--- src/design/timestamp_range_counter_defines.svh ---
// Assertion macros used by the timestamp range counter datapath
`ifndef TIMESTAMP_RANGE_COUNTER_DEFINES_SVH
`define TIMESTAMP_RANGE_COUNTER_DEFINES_SVH

// Clocked check, held off while reset is asserted
`define TRC_ASSERT(label, prop, msg) \
	label: assert property (@(posedge clk) disable iff (!arst_n) prop) else $error(msg);

// Clocked check that also holds during reset
`define TRC_ASSERT_ALWAYS(label, prop, msg) \
	label: assert property (@(posedge clk) prop) else $error(msg);

`endif

--- src/design/trc_pkg.sv ---
// Shared types and constants of the timestamp range counter
`timescale 1ns / 1ps
`default_nettype none
package trc_pkg;

	localparam int MAX_ENTRIES = 1024;
	localparam int ADDR_W      = (MAX_ENTRIES > 1) ? $clog2(MAX_ENTRIES) : 1;
	localparam int HELD_W      = $clog2(MAX_ENTRIES + 1);
	localparam int COUNT_W     = 11;
	localparam logic [COUNT_W-1:0] COUNT_MAX = {COUNT_W{1'b1}};

	localparam logic CMD_APPEND = 1'b0;
	localparam logic CMD_QUERY  = 1'b1;

	typedef struct packed {
		logic        command;
		logic [15:0] entry_day;
		logic [31:0] entry_time;
		logic [15:0] query_start_day;
		logic [31:0] query_start_time;
		logic [15:0] query_end_day;
		logic [31:0] query_end_time;
	} req_t;

	typedef struct packed {
		logic [COUNT_W-1:0] match_count;
		logic               store_overflowed;
	} rsp_t;

	typedef struct packed {
		logic [15:0] day;
		logic [31:0] tstamp;
	} entry_t;

	// Controller to datapath
	typedef struct packed {
		logic append;
		logic load_query;
		logic issue;
		logic publish;
	} ctrl_cmd_t;

	// Datapath to controller
	typedef struct packed {
		logic more;
		logic pipe_empty;
		logic out_busy;
	} dp_status_t;

endpackage
`default_nettype wire

--- src/design/trc_ctrl.sv ---
// Controller state machine of the timestamp range counter
`timescale 1ns / 1ps
`default_nettype none
module trc_ctrl (
	input  wire logic              clk,
	input  wire logic              arst_n,
	input  wire logic              req_valid,
	input  wire logic              req_command,
	output logic                   req_stall,
	input  wire trc_pkg::dp_status_t status,
	output trc_pkg::ctrl_cmd_t     cmd
);

	typedef enum logic [3:0] {
		ST_IDLE  = 4'b0001,
		ST_SCAN  = 4'b0010,
		ST_FLUSH = 4'b0100,
		ST_DONE  = 4'b1000
	} state_t;

	state_t state_q, state_d;
	logic   accept;

	assign req_stall = (state_q != ST_IDLE);
	assign accept    = req_valid && !req_stall;

	always_comb begin
		state_d        = state_q;
		cmd            = '0;
		unique case (state_q)
			ST_IDLE: begin
				if (accept) begin
					if (req_command == trc_pkg::CMD_QUERY) begin
						cmd.load_query = 1'b1;
						state_d        = ST_SCAN;
					end else begin
						cmd.append = 1'b1;
					end
				end
			end
			ST_SCAN: begin
				if (status.more) begin
					cmd.issue = 1'b1;
				end else begin
					state_d = ST_FLUSH;
				end
			end
			ST_FLUSH: begin
				// wait for the last compare to land in the count
				if (status.pipe_empty) begin
					state_d = ST_DONE;
				end
			end
			ST_DONE: begin
				if (!status.out_busy) begin
					cmd.publish = 1'b1;
					state_d     = ST_IDLE;
				end
			end
			default: begin
				state_d = ST_IDLE;
			end
		endcase
	end

	always_ff @(posedge clk or negedge arst_n) begin
		if (!arst_n) begin
			state_q <= ST_IDLE;
		end else begin
			state_q <= state_d;
		end
	end

endmodule
`default_nettype wire

--- config.mk ---
export PLATFORM = sky130hd
export DESIGN_NAME = trc_ctrl
export DESIGN_NICKNAME = d
export VERILOG_FILES = /design/src/design/timestamp_range_counter_defines.svh /design/src/design/trc_pkg.sv /design/src/design/trc_ctrl.sv
export SDC_FILE = /design/constraint.sdc
export NUM_CORES = 1
export LEC_CHECK = 0
export ABC_CLOCK_PERIOD_IN_PS = 1920
export BUFFER_PORTS_ARGS = -buffer_cell sky130_fd_sc_hd__buf_2
export CAP_MARGIN = 40
export CORE_AREA = 2 2 39 41
export CTS_CLUSTER_SIZE = 28
export DETAILED_ROUTE_END_ITERATION = 10
export DIE_AREA = 0 0 41 43
export GPL_TIMING_DRIVEN = 1
export HOLD_SLACK_MARGIN = 0.02
export PLACE_DENSITY = 0.51
export SYNTH_ARGS = -nofsm -noshare
export SYNTH_HDL_FRONTEND = slang
export SYNTH_SLANG_ARGS = --single-unit
--- constraint.sdc ---
create_clock -name clk -period 1.92 [get_ports clk]
set_input_delay 0.288 -clock clk [delete_from_list [all_inputs] [get_ports clk]]
set_output_delay 0.288 -clock clk [all_outputs]
set_load 0.005 [all_outputs]
==> reports/results.tsv <==
metric	value	unit
number of unique standard cell types used by synthesis	21	
pin count of the biggest net entering global routing	13	
average cell area after synthesis	9.07	um^2
routed wire length per instance	10.7	um
Max IR drop VDD	0.000303	V
height of the chip	43	um
Tightest Pin Transition	352	ps
global-route wire length before repair	1150	um
critical path capture point type	output port	
Syn Std Cell Area	327	um^2
Internal Pwr Total	281	uW
area share of fa/ha/maj cells after synthesis	0	%
initial antenna violation count	0	
timing endpoint of the critical path	cmd[2]	
outcome	complete, no violations	
number of flops mapped to enable cells by yosys	0	
row cnt	14	
number of cells on the worst reg-to-reg path	4	
maximum root-to-sink buffer count	2	
CP startpoint kind	register	
Final period util	95.9	%
width of the die	41	um
dominant combinational cell family by area after synthesis	simple AND/OR/NAND/NOR gates	
class of the most critical hold timing path	in -> reg	
number of fill cells	147	
nets in the synthesized netlist	43	
Fmax achieved	543	MHz
Root Buffer	sky130_fd_sc_hd__clkbuf_4	
register bank with the most flops	state_q	
worst-case setup margin in the final layout	78.6	ps
reported max-cap violation count	0	
number of buffers added for setup after CTS	0	
worst setup path class	reg -> out	
static leakage power	0.000193	uW
number of flip-flops in the largest register	4	
number of endpoints failing setup at the final stage	0	
1st-iter DRT viols	5	
setup slack on the worst flop-to-flop path	330	ps
clock sink count	4	
number of detailed-route iterations in the first pass	2	
via/cell ratio	4.69	
layout-stage area growth over the synthesis result	27.6	%
total count of max-transition violations in the final report	0	
multiplexer area fraction after synthesis	0	%
number of nets in the layout	57	
number of top-level pins	12	
power density relative to cell area	1010	mW/mm^2
critical path peak fanout	9	
Clock transition at path regs	30	ps
Slew HR	76.6	%
proportion of layout cells with a drive suffix above 1	40.8	%
basic-gate share of the synthesized area counting and, or, nand and nor cells	37.5	%
clock buffers created by TritonCTS	3	
Min Clock Period, post-route	1840	ps
TritonCTS clock tree	done	
Sw Ratio	33.1	%
leading register cell type out of synthesis	sky130_fd_sc_hd__dfrtp_1	
overall power	420	uW
Placeable Area	0.00138	mm^2
data required time of the worst path	1630	ps
net switching power of the design	139	uW
Final Hold Viols	0	
number of global-route vias before repair	277	
combinational share of power	39.4	%
GRT Util Overall	9.67	%
Port Buf Inserts	11	
sequential power share	33.2	%
full die area	0.00176	mm^2
clock tree skew after final layout	9.88	ps
synthesis warning total	0	
Placement Setup Slack	232	ps
residual antenna-violating net count after detailed routing	0	
complex-gate fraction of the synthesized area	16.1	%
biggest registers after layout	state_q: 4 flops	
crit path launch	state_q[0]	
Ant. Diodes	0	
relative contribution of the clock network to total power	27.4	%
routed vias	305	
total negative slack	0	ps
Seq/Total Area, Yosys	31.0	%
number of H-tree levels	1	
initial standard-cell utilization of the core	23.6	%
total routed wirelength	694	um
source of the worst register-to-register timing path	state_q[0]	
ys async rst share	100	%
detailed placer's ending HPWL	527	um
total global routing overflow	0	
DRC violation count after routing	0	
placer congestion estimate	0.711	
endpoint of the most critical register-to-register path	state_q[0]	
Synth Register Bits	4	
synthesized netlist cell count	36	
post-synthesis xor/xnor area fraction	2.68	%
latest clock arrival within the worst-skew pair	240	ps
setup repair after global routing missed its margin	no	
arrival time reported for the critical path endpoint	1550	ps
-- routing by layer --
metal	global-route usage, %	wire length, um
met1	14.9	334
met2	10.9	291
met3	4.71	67
met4	4.00	0
met5	0	0
-- metrics by stage --
step	instances	utilization (%)	cell area (um^2)	hold slack [ps]
final	65	30.1	417	362
after global routing	65	30.1	417	382
after CTS	65	30.1	417	360
after detailed placement	60	27.1	375	95.9
after global placement	60	27.1	375	92.9
after floorplan	36	-	327	-7.59
-- what timing repair did --
item	in CTS	in global routing
resized for setup	1	0
hold buffers	1	0
setup endpoints to repair	1	0
hold endpoints to repair	3	0
-- worst min path at each step --
stage	start	to	slack [ps]	cells past startpoint
CTS	status[0]	state_q[3]	360	3
global placement	arst_n	state_q[2]	90	1
detailed placement	arst_n	state_q[3]	100	1
finish	status[0]	state_q[3]	360	3
global route	status[0]	state_q[3]	380	3
floorplan	arst_n	state_q[1]	-8	0
-- cells in the final DEF, fill, tap and decap left out --
| cell type | n |
|---|---|
| sky130_fd_sc_hd__buf_2 | 11 |
| sky130_fd_sc_hd__or3b_1 | 3 |
| sky130_fd_sc_hd__nand3b_1 | 3 |
| sky130_fd_sc_hd__clkbuf_4 | 3 |
| sky130_fd_sc_hd__dfrtp_1 | 3 |
| sky130_fd_sc_hd__inv_1 | 2 |
| sky130_fd_sc_hd__and3_1 | 2 |
| sky130_fd_sc_hd__nor4_1 | 2 |
| sky130_fd_sc_hd__o32a_2 | 2 |
| sky130_fd_sc_hd__a21oi_1 | 2 |
| sky130_fd_sc_hd__nor2_1 | 2 |
| sky130_fd_sc_hd__or2b_1 | 1 |
| sky130_fd_sc_hd__nor3_2 | 1 |
| sky130_fd_sc_hd__nand2_1 | 1 |
| sky130_fd_sc_hd__nand2b_1 | 1 |
| sky130_fd_sc_hd__a211oi_2 | 1 |
| sky130_fd_sc_hd__a211oi_1 | 1 |
| sky130_fd_sc_hd__xnor2_1 | 1 |
| sky130_fd_sc_hd__nor3b_1 | 1 |
| sky130_fd_sc_hd__nor3_1 | 1 |
| sky130_fd_sc_hd__or2_1 | 1 |
| sky130_fd_sc_hd__clkbuf_1 | 1 |
| sky130_fd_sc_hd__dlygate4sd3_1 | 1 |
| sky130_fd_sc_hd__buf_4 | 1 |
| sky130_fd_sc_hd__dfstp_2 | 1 |
-- power by group through the flow --
stage	Sequential, uW	Clock (uW)	Combinational [uW]
final	139	115	165
after global routing	145	132	187
after CTS	140	121	167
after detailed placement	141	0	161
after global placement	141	0	159
after floorplan	114	0	155
-- logic make-up (layout without fill, tap and decap cells) --
group | after synthesis | in the layout
xor+xnor | 1 | 1
compound gates | 6 | 6
flops | 4 | 4
buf+inv | 6 | 19
simple gates | 19 | 19
-- cell usage after synthesis, types with 2 or more instances --
master	number	area share (%)
sky130_fd_sc_hd__buf_4	3	6.9
sky130_fd_sc_hd__dfrtp_1	3	23
sky130_fd_sc_hd__nand3b_1	3	6.9
sky130_fd_sc_hd__or3b_1	3	8.0
sky130_fd_sc_hd__a21oi_1	2	3.1
sky130_fd_sc_hd__and3_1	2	3.8
sky130_fd_sc_hd__inv_1	2	2.3
sky130_fd_sc_hd__nor2_1	2	2.3
sky130_fd_sc_hd__nor3_1	2	3.1
sky130_fd_sc_hd__nor4_1	2	3.8
sky130_fd_sc_hd__o32a_2	2	6.9
-- layout make-up --
class / count / area, um^2 / share of cell area [%]
Tap cell: 16 / 20.0 / 4.80
Inverter: 2 / 7.51 / 1.80
Sequential cell: 4 / 101 / 24.3
Multi-Input combinational cell: 26 / 189 / 45.3
Clock buffer: 4 / 26.3 / 6.31
Timing Repair Buffer: 13 / 72.6 / 17.4
-- critical path, stage by stage (launching register included) --
cell and delay (ps):
sky130_fd_sc_hd__dfstp_2 590, sky130_fd_sc_hd__or2b_1 270, sky130_fd_sc_hd__nor3_2 160, sky130_fd_sc_hd__and3_1 190, sky130_fd_sc_hd__buf_2 110
Note: power is estimated with default switching activity, not from simulation.
